===== config.mk =====
export PLATFORM = sky130hd
export DESIGN_NAME = acbc_ram
export DESIGN_NICKNAME = d
export VERILOG_FILES = /design/src/hdl/aes128_cbc_block_cipher_macros.svh /design/src/hdl/acbc_ram.sv
export SDC_FILE = /design/constraint.sdc
export NUM_CORES = 1
export LEC_CHECK = 0
export BUFFER_PORTS_ARGS = -buffer_cell sky130_fd_sc_hd__buf_2
export CAP_MARGIN = 20
export CORE_MARGIN = 1.5
export CORE_UTILIZATION = 60
export DETAILED_ROUTE_END_ITERATION = 8
export GPL_TIMING_DRIVEN = 0
export PLACE_DENSITY_LB_ADDON = 0.25
export SETUP_SLACK_MARGIN = 0.5
export SLEW_MARGIN = 10
export SYNTH_ARGS = -nofsm -noshare
export SYNTH_HDL_FRONTEND = slang
export SYNTH_SLANG_ARGS = --single-unit
export TNS_END_PERCENT = 30

===== constraint.sdc =====
create_clock -name clk -period 8.3 [get_ports clk]
set_input_delay 0.83 -clock clk [delete_from_list [all_inputs] [get_ports clk]]
set_output_delay 0.83 -clock clk [all_outputs]
set_load 0.005 [all_outputs]

===== src/hdl/aes128_cbc_block_cipher_macros.svh =====
// assertion macros for the aes-128 cbc block
// expects clk and rst_n in the scope of each use
`ifndef AES128_CBC_BLOCK_CIPHER_MACROS_SVH
`define AES128_CBC_BLOCK_CIPHER_MACROS_SVH

// same-cycle implication, held off during reset
`define ACBC_ASSERT_NOW(label, ante, cons, msg) \
  label: assert property (@(posedge clk) disable iff (!rst_n) (ante) |-> (cons)) \
    else $error(msg);

// next-cycle implication, held off during reset
`define ACBC_ASSERT_NEXT(label, ante, cons, msg) \
  label: assert property (@(posedge clk) disable iff (!rst_n) (ante) |=> (cons)) \
    else $error(msg);

`endif


===== src/hdl/acbc_ram.sv =====
// generic single-write, single-read ram with registered read data
// no dependencies
`timescale 1ns / 1ps

module acbc_ram #(
  parameter int WIDTH = 64,
  parameter int DEPTH = 11
) (
  input  logic                     clk,
  input  logic                     we,
  input  logic [$clog2(DEPTH)-1:0] waddr,
  input  logic [WIDTH-1:0]         wdata,
  input  logic [$clog2(DEPTH)-1:0] raddr,
  output logic [WIDTH-1:0]         rdata
);

  logic [WIDTH-1:0] mem [DEPTH];

  always_ff @(posedge clk) begin
    if (we) begin
      mem[waddr] <= wdata;
    end
    rdata <= mem[raddr];
  end

endmodule


==> reports/qor.yml, run 1 <==
sequential_cell_area_um2: 22400
placer_congestion: 0.754
power_leakage_uw: 0.0114
synthesis.area_um2: 28800
cts_setup_buffers: 0
fin_crit_sh_pct: 32.7
fin_worst_skew_ns: 0.0255
insertion_delay_ns: 0.62
clock-sinks: 768
grt_pass1_wl_um: 97100
timing_worst_setup_path_type: "input port to register"
drt_drc_violations_left: 0
timing.slew.headroom_pct: 27.8
drt_iter0_drcs: 1493
layout.nets: 1850
worst_setup_hold_path_clk_slew_ns: 0.06
areaGrowthSynthToFinish_pct: 15.8
cts_hold_buf: 0
r2r_start: "mem[3][31]$_DFFE_PP_"
die_height_um: 222
placed_area_um2: 31100
wl_per_cell_um: 27.0
yosysSeqAreaShare_pct: 77.7
min_from: "wdata[62]"
critical_path_start: "waddr[3]"
setup-violations-final: 0
finalHoldViolCount: 0
wirelength_um: 66300
post_cts_resize_count: 0
core_um2: 47500
die_area_um2: 49400
fmax_mhz: 368
syn_avg_cell_area_um2: 19.0
total_of_warnings_raised_by_yosys: 0
netlist-cell-type-count: 23
cts-root-buf: "clkbuf_16"
grt_overflow_total: 0
gr-usage-all-layers_pct: 27.1
worst-endpoint-arrival_ns: 3.01
effective_utilization_at_floorplan_pct: 60.7
power_density_nw_per_um2: 240
tritoncts: "yes"
synth_largest_type_area_fraction_pct: 73.3
grt_antenna_before_repair: 6
clk_path_buf_depth: 3
min_path_type: "input port to register"
htree_levels: 3
finish.instance_area_um2: 33400
antenna_left: 0
multiInputGateArea_um2: 5950
drt_pre_antenna_iters: 7
layout_min_cycle_time_ns: 2.72
cp_max_fo: 9
pin_count: 138
synthFlopType: "edfxtp_1"
ys_ff_latch: 768
asyncSetResetFlopFracSynth_pct: 0
synthDominantAreaCellType: "edfxtp_1"
avgViaCountPerCell: 6.15
timing.max_cap.violations: 0
slew_viol_final: 0
layout-drive-gt1-share_pct: 29.7
critical_path.startpoint_type: "input port"
synth_area_leaders: "edfxtp_1 73%, mux2_2 7.5%, dfxtp_1 4.4%"
placementRows: 80
setup.worst_path.end_class: "register"
rsz0062_at_grt: "no"
numCtsBuffers: 74
grt_start_max_net_pins: 25
postSynthNetCount: 1594
netlist_instances: 1520
worst-slew-pin-transition_ns: 1.08
detailed_place_hpwl_um: 42000
placement.io_buffers: 134
final.fill_count: 2976
first_global_vias: 15500
die_w_um: 222
cp_data_required_time_ns: 8.60
vias: 15100
ir_drop_mv: 0.202
whs_ns: 0.524
synth_edf_count: 704
outcome: "finished, final reports clean"
[synth_stat cells, types with 15 or more instances]
cell type,number
o211ai_1,64
buf_2,23
edfxtp_1,704
o22ai_1,64
dfxtp_1,64
buf_4,15
mux2i_1,128
a22o_1,64
o31ai_1,64
nand2b_1,67
clkbuf_1,39
mux2_2,192
[cell usage in the layout (no fill, tap or decap)]
| cell | netlist | routed |
|---|---|---|
| a22o_1 | 64 | 64 |
| buf_1 | 1 | 1 |
| buf_12 | 1 | 17 |
| buf_16 | 0 | 6 |
| buf_2 | 23 | 157 |
| buf_4 | 15 | 30 |
| buf_6 | 9 | 18 |
| buf_8 | 3 | 3 |
| bufinv_16 | 0 | 1 |
| clkbuf_1 | 39 | 62 |
| clkbuf_16 | 0 | 75 |
| clkbuf_8 | 0 | 13 |
| clkinv_1 | 0 | 5 |
| clkinv_2 | 0 | 12 |
| clkinv_8 | 0 | 2 |
| clkinvlp_4 | 0 | 1 |
| dfxtp_1 | 64 | 64 |
| diode_2 | 0 | 4 |
| edfxtp_1 | 704 | 704 |
| inv_6 | 0 | 5 |
| mux2_2 | 192 | 192 |
| mux2i_1 | 128 | 128 |
| nand2_1 | 2 | 2 |
| nand2b_1 | 67 | 67 |
| nand3b_1 | 2 | 2 |
| nor2_2 | 1 | 1 |
| nor2_4 | 0 | 8 |
| nor2b_1 | 1 | 1 |
| nor3_2 | 0 | 3 |
| o211ai_1 | 64 | 64 |
| o22ai_1 | 64 | 64 |
| o31ai_1 | 64 | 64 |
| or3b_2 | 1 | 1 |
[registers in the layout (all words and copies together), names as in the netlist]
name / cells
rdata: 64
mem: 704
[final timing paths]
kind,cells past startpoint,to,slack (ns)
setup / recovery,6,mem[0][12]$_DFFE_PP_,5.58
hold / removal,1,mem[4][62]$_DFFE_PP_,0.52
setup reg to reg,3,rdata[31]$_DFF_P_,7.04
hold reg to reg,3,rdata[32]$_DFF_P_,0.58
[per-stage QoR]
stage / instances / utilization [%] / setup slack, ns / TNS (ns) / total power (µW)
6_report: 2456 / 70.2 / 5.58 / 0 / 8020
5_1_grt: 2454 / 70.2 / 5.48 / 0 / 8230
4_1_cts: 2452 / 70.2 / 5.58 / 0 / 8040
3_5_place_dp: 2315 / 65.3 / 4.96 / 0 / 4880
3_3_place_gp: 2269 / 63.7 / -2.57 / -420.07 / 4860
2_1_floorplan: 1520 / - / 2.04 / 0 / 4670
[report_power, final]
group	switching (µW)	total [µW]	internal, µW	leakage [µW]
Combinational	275	450	175	0.00339
Sequential	25.2	4350	4320	0.00690
Clock	1390	3220	1830	0.00115
[per-layer routing]
layer | global-route usage, % | up-vias | wire length, µm
li1 | - | 6636 | -
met1 | 37.4 | 7754 | 27300
met5 | 0 | - | 40
met4 | 9.37 | 8 | 1610
met2 | 44.5 | 599 | 32900
met3 | 4.34 | 112 | 4370
[critical path: stages]
cell and delay (ns):
buf_2 0.11, or3b_2 0.59, nor3_2 0.65, buf_4 0.34, buf_4 0.24, buf_4 0.24
[final cells by class]
class                      count  share of cell area [%]
buffer                        91                    1.63
tap                          615                    2.30
clock inverter                26                   0.577
multi-input combinational    661                    17.8
sequential                   768                    67.1
clock buffer                 111                    6.41
antenna                        4                  0.0300
timing repair buffer         180                    4.10
[kinds of logic after synthesis]
logic type      after synthesis  synth area share [%]
flops                       768                  77.7
compound gates              256                  6.66
simple gates                 85                  1.76
mux                         320                  11.9
buf+inv                      91                  1.89
Power figures use the tool's default switching activity.
==> inputs of run 2 (changes only) <==
- ABC_AREA: default -> 1
- clock period: 8.3 -> 2.5 ns (I/O delays scaled with it)
==> reports/qor.yml, run 2 <==
die_w_um: 229  # was 222 µm
first_global_vias: 20900  # was 15500
worst-slew-pin-transition_ns: 0.986  # was 1.08 ns
wirelength_um: 78900  # was 66300 µm
cts-root-buf: "clkbuf_16"  # unchanged
final.fill_count: 3317  # was 2976
synthTopCellsByCount: "836 x nand2_1, 704 x edfxtp_1, 451 x nand3_1"  # was 704 x edfxtp_1, 192 x mux2_2, 128 x mux2i_1
postSynthNetCount: 2735  # was 1594
outcome: "finished, final reports clean"  # unchanged
netlist_instances: 2661  # was 1520
effective_utilization_at_floorplan_pct: 61.0  # was 60.7%
worst-endpoint-arrival_ns: 2.08  # was 3.01 ns
synthesis.area_um2: 30600  # was 28800 µm²
timing.max_cap.violations: 0  # unchanged
cp_max_fo: 23  # was 9
synth_simple_gate_area_share_pct: 17.7  # was 1.76%
fin_worst_skew_ns: 0.0222  # was 0.0255 ns
cts_setup_buffers: 0  # unchanged
setup-violations-final: 0  # unchanged
max_flop_register: "mem"  # unchanged
drt_iter0_drcs: 2546  # was 1493
compound_gate_fraction_of_synth_area_pct: 1.57  # was 6.66%
min_path_type: "input port to register"  # unchanged
synthDominantAreaCellType: "edfxtp_1"  # unchanged
register_to_register_setup_slack_ns: 1.41  # was 7.04 ns
asyncSetResetFlopFracSynth_pct: 0  # unchanged
layout.nets: 3039  # was 1850
cp_data_required_time_ns: 2.81  # was 8.60 ns
wl_per_cell_um: 21.3  # was 27.0 µm
crit_chain: "buf_2, inv_1, nand3_1, nor2_4, buf_12, buf_12"  # was buf_2, or3b_2, nor3_2, buf_4, buf_4, buf_4
timing.slew.headroom_pct: 34.3  # was 27.8%
ir_drop_mv: 0.621  # was 0.202 mV
post_cts_resize_count: 0  # unchanged
syn_avg_cell_area_um2: 11.5  # was 19.0 µm²
antenna_left: 0  # unchanged
crit_top_cell: "buf_12"  # was buf_4
min_from: "raddr[3]"  # was wdata[62]
synth_most_common_cell: "nand2_1"  # was edfxtp_1
grt_antenna_before_repair: 1  # was 6
die_height_um: 229  # was 222 µm
rsz0062_at_grt: "no"  # unchanged
clk_path_buf_depth: 3  # unchanged
dominant_combinational_cell_family_by_area_after_synthesis: "simple AND/OR/NAND/NOR gates"  # was multiplexers
finish.instance_area_um2: 36000  # was 33400 µm²
netlist-cell-type-count: 15  # was 23
cpPeakStageDelay_ns: 0.80  # was 0.65 ns
power_leakage_uw: 0.0149  # was 0.0114 µW
placer_congestion: 0.812  # was 0.754
drt_pre_antenna_iters: 6  # was 7
synth_largest_type_area_fraction_pct: 69.0  # was 73.3%
place.detailed.instances: 3495  # was 2315
insertion_delay_ns: 0.61  # was 0.62 ns
drt_drc_violations_left: 0  # unchanged
grt_overflow_total: 0  # unchanged
numCtsBuffers: 76  # was 74
grt_pass1_wl_um: 118000  # was 97100 µm
layout-drive-gt1-share_pct: 13.2  # was 29.7%
slew_viol_final: 0  # unchanged
ys_ff_latch: 768  # unchanged
whs_path_depth: 4  # was 1
rr_worst_depth: 6  # was 3
largest_reg_flops: 704  # unchanged
synth_xor_xnor_area_share_pct: 0  # unchanged
synth-adder-area-share_pct: 0  # unchanged
finish.cell_count_without_fillers: 3698  # was 2456
placement.io_buffers: 136  # was 134
synth_area_leaders: "edfxtp_1 69%, nand2_1 10%, nand3_1 7.4%"  # was edfxtp_1 73%, mux2_2 7.5%, dfxtp_1 4.4%
synth_edf_count: 704  # unchanged
critical_path.startpoint_type: "input port"  # unchanged
placed_area_um2: 32800  # was 31100 µm²
biggestRegsByFlops: "mem: 704 flops, rdata: 64 flops"  # unchanged
r2r-end: "rdata[4]$_DFF_P_"  # was rdata[31]$_DFF_P_
total_of_warnings_raised_by_yosys: 0  # unchanged
final.setup.tns_ns: 0  # unchanged
gr-usage-all-layers_pct: 30.1  # was 27.1%
synthFlopType: "edfxtp_1"  # unchanged
core_um2: 50300  # was 47500 µm²
htree_levels: 3  # unchanged
layout.cells.most_common_list: "836 x nand2_1, 704 x edfxtp_1, 451 x nand3_1"  # was 704 x edfxtp_1, 192 x mux2_2, 157 x buf_2
die_area_um2: 52400  # was 49400 µm²
fin_crit_sh_pct: 70.7
areaGrowthSynthToFinish_pct: 17.5  # was 15.8%
synth.area.mux_share_pct: 0  # was 11.9%
cpMaxStageDelayCell: "nor2_4"  # was nor3_2
r2r_start: "mem[1][4]$_DFFE_PP_"  # was mem[3][31]$_DFFE_PP_
clock-sinks: 768  # unchanged
mostFrequentLayoutCell: "nand2_1"  # was edfxtp_1
placementRows: 82  # was 80
yosysSeqAreaShare_pct: 73.2  # was 77.7%
detailed_place_hpwl_um: 49600  # was 42000 µm
timing_worst_setup_path_type: "input port to register"  # unchanged
tritoncts: "yes"  # unchanged
avgViaCountPerCell: 5.65  # was 6.15
grt_start_max_net_pins: 27  # was 25
fmax_mhz: 565
layout_min_cycle_time_ns: 1.77
worst_setup_hold_path_clk_slew_ns: 0.06  # about the same
final_core_utilization_pct: 71.6  # was 70.2%
holdPathEnd: "rdata[63]$_DFF_P_"  # was mem[4][62]$_DFFE_PP_
finalHoldViolCount: 0  # unchanged
power_density_nw_per_um2: 776  # was 240 nW/µm²
pin_count: 138  # unchanged
setup.worst_path.end_class: "register"  # unchanged
vias: 20900  # was 15100
==> run 2: changes by cell type after synthesis, moves of 67 or more <==
cell / previous run / this run
mux2_2: 192 / 0
nand2b_1: 67 / 0
inv_1: 0 / 389
mux2i_1: 128 / 0
nand2_1: 2 / 836
nand3_1: 0 / 451
==> run 2: worst max-delay path: cells and delay by family <==
kind	cells	cell delay [ns]
AND/OR/NAND/NOR	2	1.11
buffers and inverters	4	0.69
==> run 2: cell families (layout without fill, tap and decap cells) <==
group	count (synthesis)	in the layout
compound gates	64	64
other cells	0	2
buf+inv	531	894
simple gates	1298	1298
flops	768	768
==> run 2: area by class of cell <==
| type | count | area (µm²) | area share (%) |
|---|---|---|---|
| Clock inverter | 35 | 390 | 1.08 |
| Buffer | 139 | 837 | 2.32 |
| Antenna cell | 2 | 5.00 | 0.0139 |
| Timing Repair Buffer | 226 | 1870 | 5.20 |
| Sequential cell | 768 | 22400 | 62.3 |
| Clock buffer | 102 | 2160 | 6.01 |
| Multi-Input combinational cell | 1362 | 6000 | 16.7 |
| Inverter | 392 | 1470 | 4.09 |
| Tap cell | 672 | 841 | 2.34 |
==> run 2: worst max path at each step <==
stage | startpoint | end | depth (start not counted)
2_1_floorplan | waddr[2] | mem[3][0]$_DFFE_PP_ | 3
3_3_place_gp | waddr[3] | mem[5][31]$_DFFE_PP_ | 4
3_5_place_dp | waddr[2] | mem[1][30]$_DFFE_PP_ | 6
4_1_cts | waddr[2] | mem[1][27]$_DFFE_PP_ | 6
5_1_grt | waddr[2] | mem[1][27]$_DFFE_PP_ | 6
6_report | waddr[2] | mem[1][27]$_DFFE_PP_ | 6
==> run 2: what timing repair did <==
| action | in CTS | in global routing |
|---|---|---|
| endpoints found under the hold margin | 696 | 0 |
| endpoints found under the setup margin | 0 | 0 |
| hold buffers | 64 | 0 |
==> run 2: layer usage <==
metal  vias to the layer above  wire length (µm)  track usage, %
met2                      1167             38600            49.9
li1                       9457                 -               -
met1                     10100             29500            38.7
met4                         2              3200            13.5
met5                         -                11               0
met3                       212              7700            6.09
==> run 2: power breakdown <==
| group | total (µW) | switching, µW | internal [µW] |
|---|---|---|---|
| logic | 1830 | 1240 | 589 |
| registers | 14400 | 90.4 | 14400 |
| clock network | 11600 | 4740 | 6910 |
| total | 27900 | 6080 | 21900 |
==> run 2: stage by stage <==
stage / hold slack (ns) / total power [µW] / setup slack [ns]
2_1_floorplan: 0.349 / 15600 / -0.102
3_3_place_gp: 0.464 / 16300 / -1.77
3_5_place_dp: 0.465 / 16400 / 0.109
4_1_cts: 0.162 / 27900 / 0.739
5_1_grt: 0.184 / 28600 / 0.639
6_report: 0.182 / 27900 / 0.732
==> inputs of run 3 (changes only) <==
- clock period: 2.5 -> 1.8 ns (I/O delays scaled with it)
==> reports/qor.yml, run 3 (synthesized netlist as in run 2, its figures left out) <==
rr_worst_depth: 6  # unchanged
mostFrequentLayoutCell: "nand2_1"  # unchanged
first_global_vias: 20900  # about the same
worst-endpoint-arrival_ns: 1.90  # was 2.08 ns
power_leakage_uw: 0.0149  # about the same
max_flop_register: "mem"  # unchanged
grt_overflow_total: 0  # unchanged
drt_iter0_drcs: 2720  # was 2546
largest_reg_flops: 704  # unchanged
drt_drc_violations_left: 0  # unchanged
grt_antenna_before_repair: 2  # was 1
report.power.total_uw: 38700  # was 27900 µW
biggestRegsByFlops: "mem: 704 flops, rdata: 64 flops"  # unchanged
outcome: "finished, final reports clean"  # unchanged
avgViaCountPerCell: 5.66  # was 5.65
layout.nets: 3048  # was 3039
rsz0062_at_grt: "yes"  # was no
slew_viol_final: 0  # unchanged
numCtsBuffers: 76  # unchanged
min_from: "waddr[1]"  # was raddr[3]
cpPeakStageDelay_ns: 0.51  # was 0.80 ns
cp_data_required_time_ns: 2.32  # was 2.81 ns
core_um2: 50300  # unchanged
tritoncts: "yes"  # unchanged
finish.cell_count_without_fillers: 3712  # was 3698
fmax_mhz: 724
finish.instance_area_um2: 36100  # was 36000 µm²
effective_utilization_at_floorplan_pct: 61.0  # unchanged
whs_ns: 0.0843  # was 0.182 ns
r2r_start: "mem[7][22]$_DFFE_PP_"  # was mem[1][4]$_DFFE_PP_
placer_congestion: 0.820  # was 0.812
die_area_um2: 52400  # unchanged
crit_buf_inv: 4  # unchanged
layout_min_cycle_time_ns: 1.38
pin_count: 138  # unchanged
grt_start_max_net_pins: 27  # unchanged
register_to_register_setup_slack_ns: 0.63  # was 1.41 ns
timing.max_cap.violations: 0  # unchanged
worst-slew-pin-transition_ns: 0.896  # was 0.986 ns
crit_chain: "buf_2, inv_1, buf_2, clkbuf_1, o211ai_1, nand2_1"  # was buf_2, inv_1, nand3_1, nor2_4, buf_12, buf_12
wl_per_cell_um: 21.0  # was 21.3 µm
grt_pass1_wl_um: 118000  # about the same
timing_worst_setup_path_type: "input port to register"  # unchanged
layout.cells.most_common_list: "836 x nand2_1, 704 x edfxtp_1, 448 x nand3_1"  # was 836 x nand2_1, 704 x edfxtp_1, 451 x nand3_1
placement.io_buffers: 136  # unchanged
cpLargestDelayFamily: "buffers and inverters"  # was simple AND/OR/NAND/NOR gates
die_height_um: 229  # unchanged
gr-usage-all-layers_pct: 30.0  # was 30.1%
areaGrowthSynthToFinish_pct: 17.8  # was 17.5%
clk_path_buf_depth: 3  # unchanged
drt_pre_antenna_iters: 6  # unchanged
clock-sinks: 768  # unchanged
insertion_delay_ns: 0.63  # was 0.61 ns
cp_max_fo: 10  # was 23
die_w_um: 229  # unchanged
power_density_nw_per_um2: 1070  # was 776 nW/µm²
min_path_type: "input port to register"  # unchanged
r2r-end: "rdata[22]$_DFF_P_"  # was rdata[4]$_DFF_P_
ir_drop_mv: 1.00  # was 0.621 mV
detailed_place_hpwl_um: 49100  # was 49600 µm
fin_crit_sh_pct: 76.8
finalHoldViolCount: 0  # unchanged
wirelength_um: 78000  # was 78900 µm
cts-root-buf: "clkbuf_16"  # unchanged
placed_area_um2: 32800  # about the same
whs_path_depth: 3  # was 4
placementRows: 82  # unchanged
final_core_utilization_pct: 71.8  # was 71.6%
place.detailed.instances: 3494  # was 3495
layout-drive-gt1-share_pct: 13.5  # was 13.2%
multiInputGateArea_um2: 6050  # was 6000 µm²
holdPathEnd: "mem[7][60]$_DFFE_PP_"  # was rdata[63]$_DFF_P_
antenna_left: 0  # unchanged
fin_worst_skew_ns: 0.0201  # was 0.0222 ns
timing.slew.headroom_pct: 40.2  # was 34.3%
setup.worst_path.end_class: "register"  # unchanged
final.fill_count: 3281  # was 3317
vias: 21000  # was 20900
post_cts_resize_count: 0  # unchanged
cpMaxStageDelayCell: "clkbuf_1"  # was nor2_4
setup-violations-final: 0  # unchanged
worst_setup_hold_path_clk_slew_ns: 0.06  # about the same
sequential_cell_area_um2: 22400  # unchanged
htree_levels: 3  # unchanged
crit_top_cell: "buf_2"  # was buf_12
critical_path.startpoint_type: "input port"  # unchanged
## run 3: timing repair
item | 4_1_cts | 5_1_grt
hold buffers | 64 | 0
gates cloned | 1 | 1
endpoints found under the hold margin | 704 | 0
endpoints found under the setup margin | 20 | 199
pin swaps | 1 | 2
setup buffers | 1 | 7
## run 3: where the power goes
group | switching [µW] | total, µW | internal [µW]
sequential | 114 | 20100 | 19900
combinational | 1730 | 2560 | 824
clock | 6640 | 16100 | 9470
total | 8490 | 38700 | 30200
## run 3: how the worst max path moves through the flow
stage / start / endpoint / slack [ns] / depth (start not counted)
after detailed placement: waddr[3] / mem[4][33]$_DFFE_PP_ / -0.34 / 6
after global placement: waddr[3] / mem[1][31]$_DFFE_PP_ / -1.06 / 4
final: raddr[1] / rdata[24]$_DFF_P_ / 0.42 / 6
after global routing: waddr[3] / mem[3][34]$_DFFE_PP_ / 0.42 / 5
after floorplan: waddr[3] / mem[0][0]$_DFFE_PP_ / -0.01 / 3
after CTS: waddr[1] / mem[0][32]$_DFFE_PP_ / 0.38 / 5
## run 3: cell type report
class	instances	area share, %
Clock inverter	26	0.780
Buffer	139	2.32
Tap cell	672	2.33
Timing Repair Buffer	233	5.31
Inverter	392	4.10
Multi-Input combinational cell	1364	16.8
Clock buffer	116	6.30
Antenna cell	2	0.0139
Sequential cell	768	62.1
## run 3: routing by layer
| metal | wire length [µm] | vias to the layer above | track usage [%] |
|---|---|---|---|
| met5 | 0 | - | 0 |
| met4 | 3540 | 0 | 14.1 |
| met3 | 8140 | 228 | 5.60 |
| met2 | 37800 | 1255 | 49.9 |
| met1 | 28500 | 10000 | 38.5 |
| li1 | - | 9487 | - |
## run 3: worst min-delay path, cell delays in order
cell	delay, ns
buf_2	0.11
nand2_1	0.16
nor2_4	0.07
## run 3: stage by stage
step	setup TNS [ns]	worst slack, ns
finish	0	0.418
global route	0	0.415
CTS	0	0.382
detailed placement	-25.75	-0.345
global placement	-681.36	-1.06
floorplan	-3.75	-0.0133
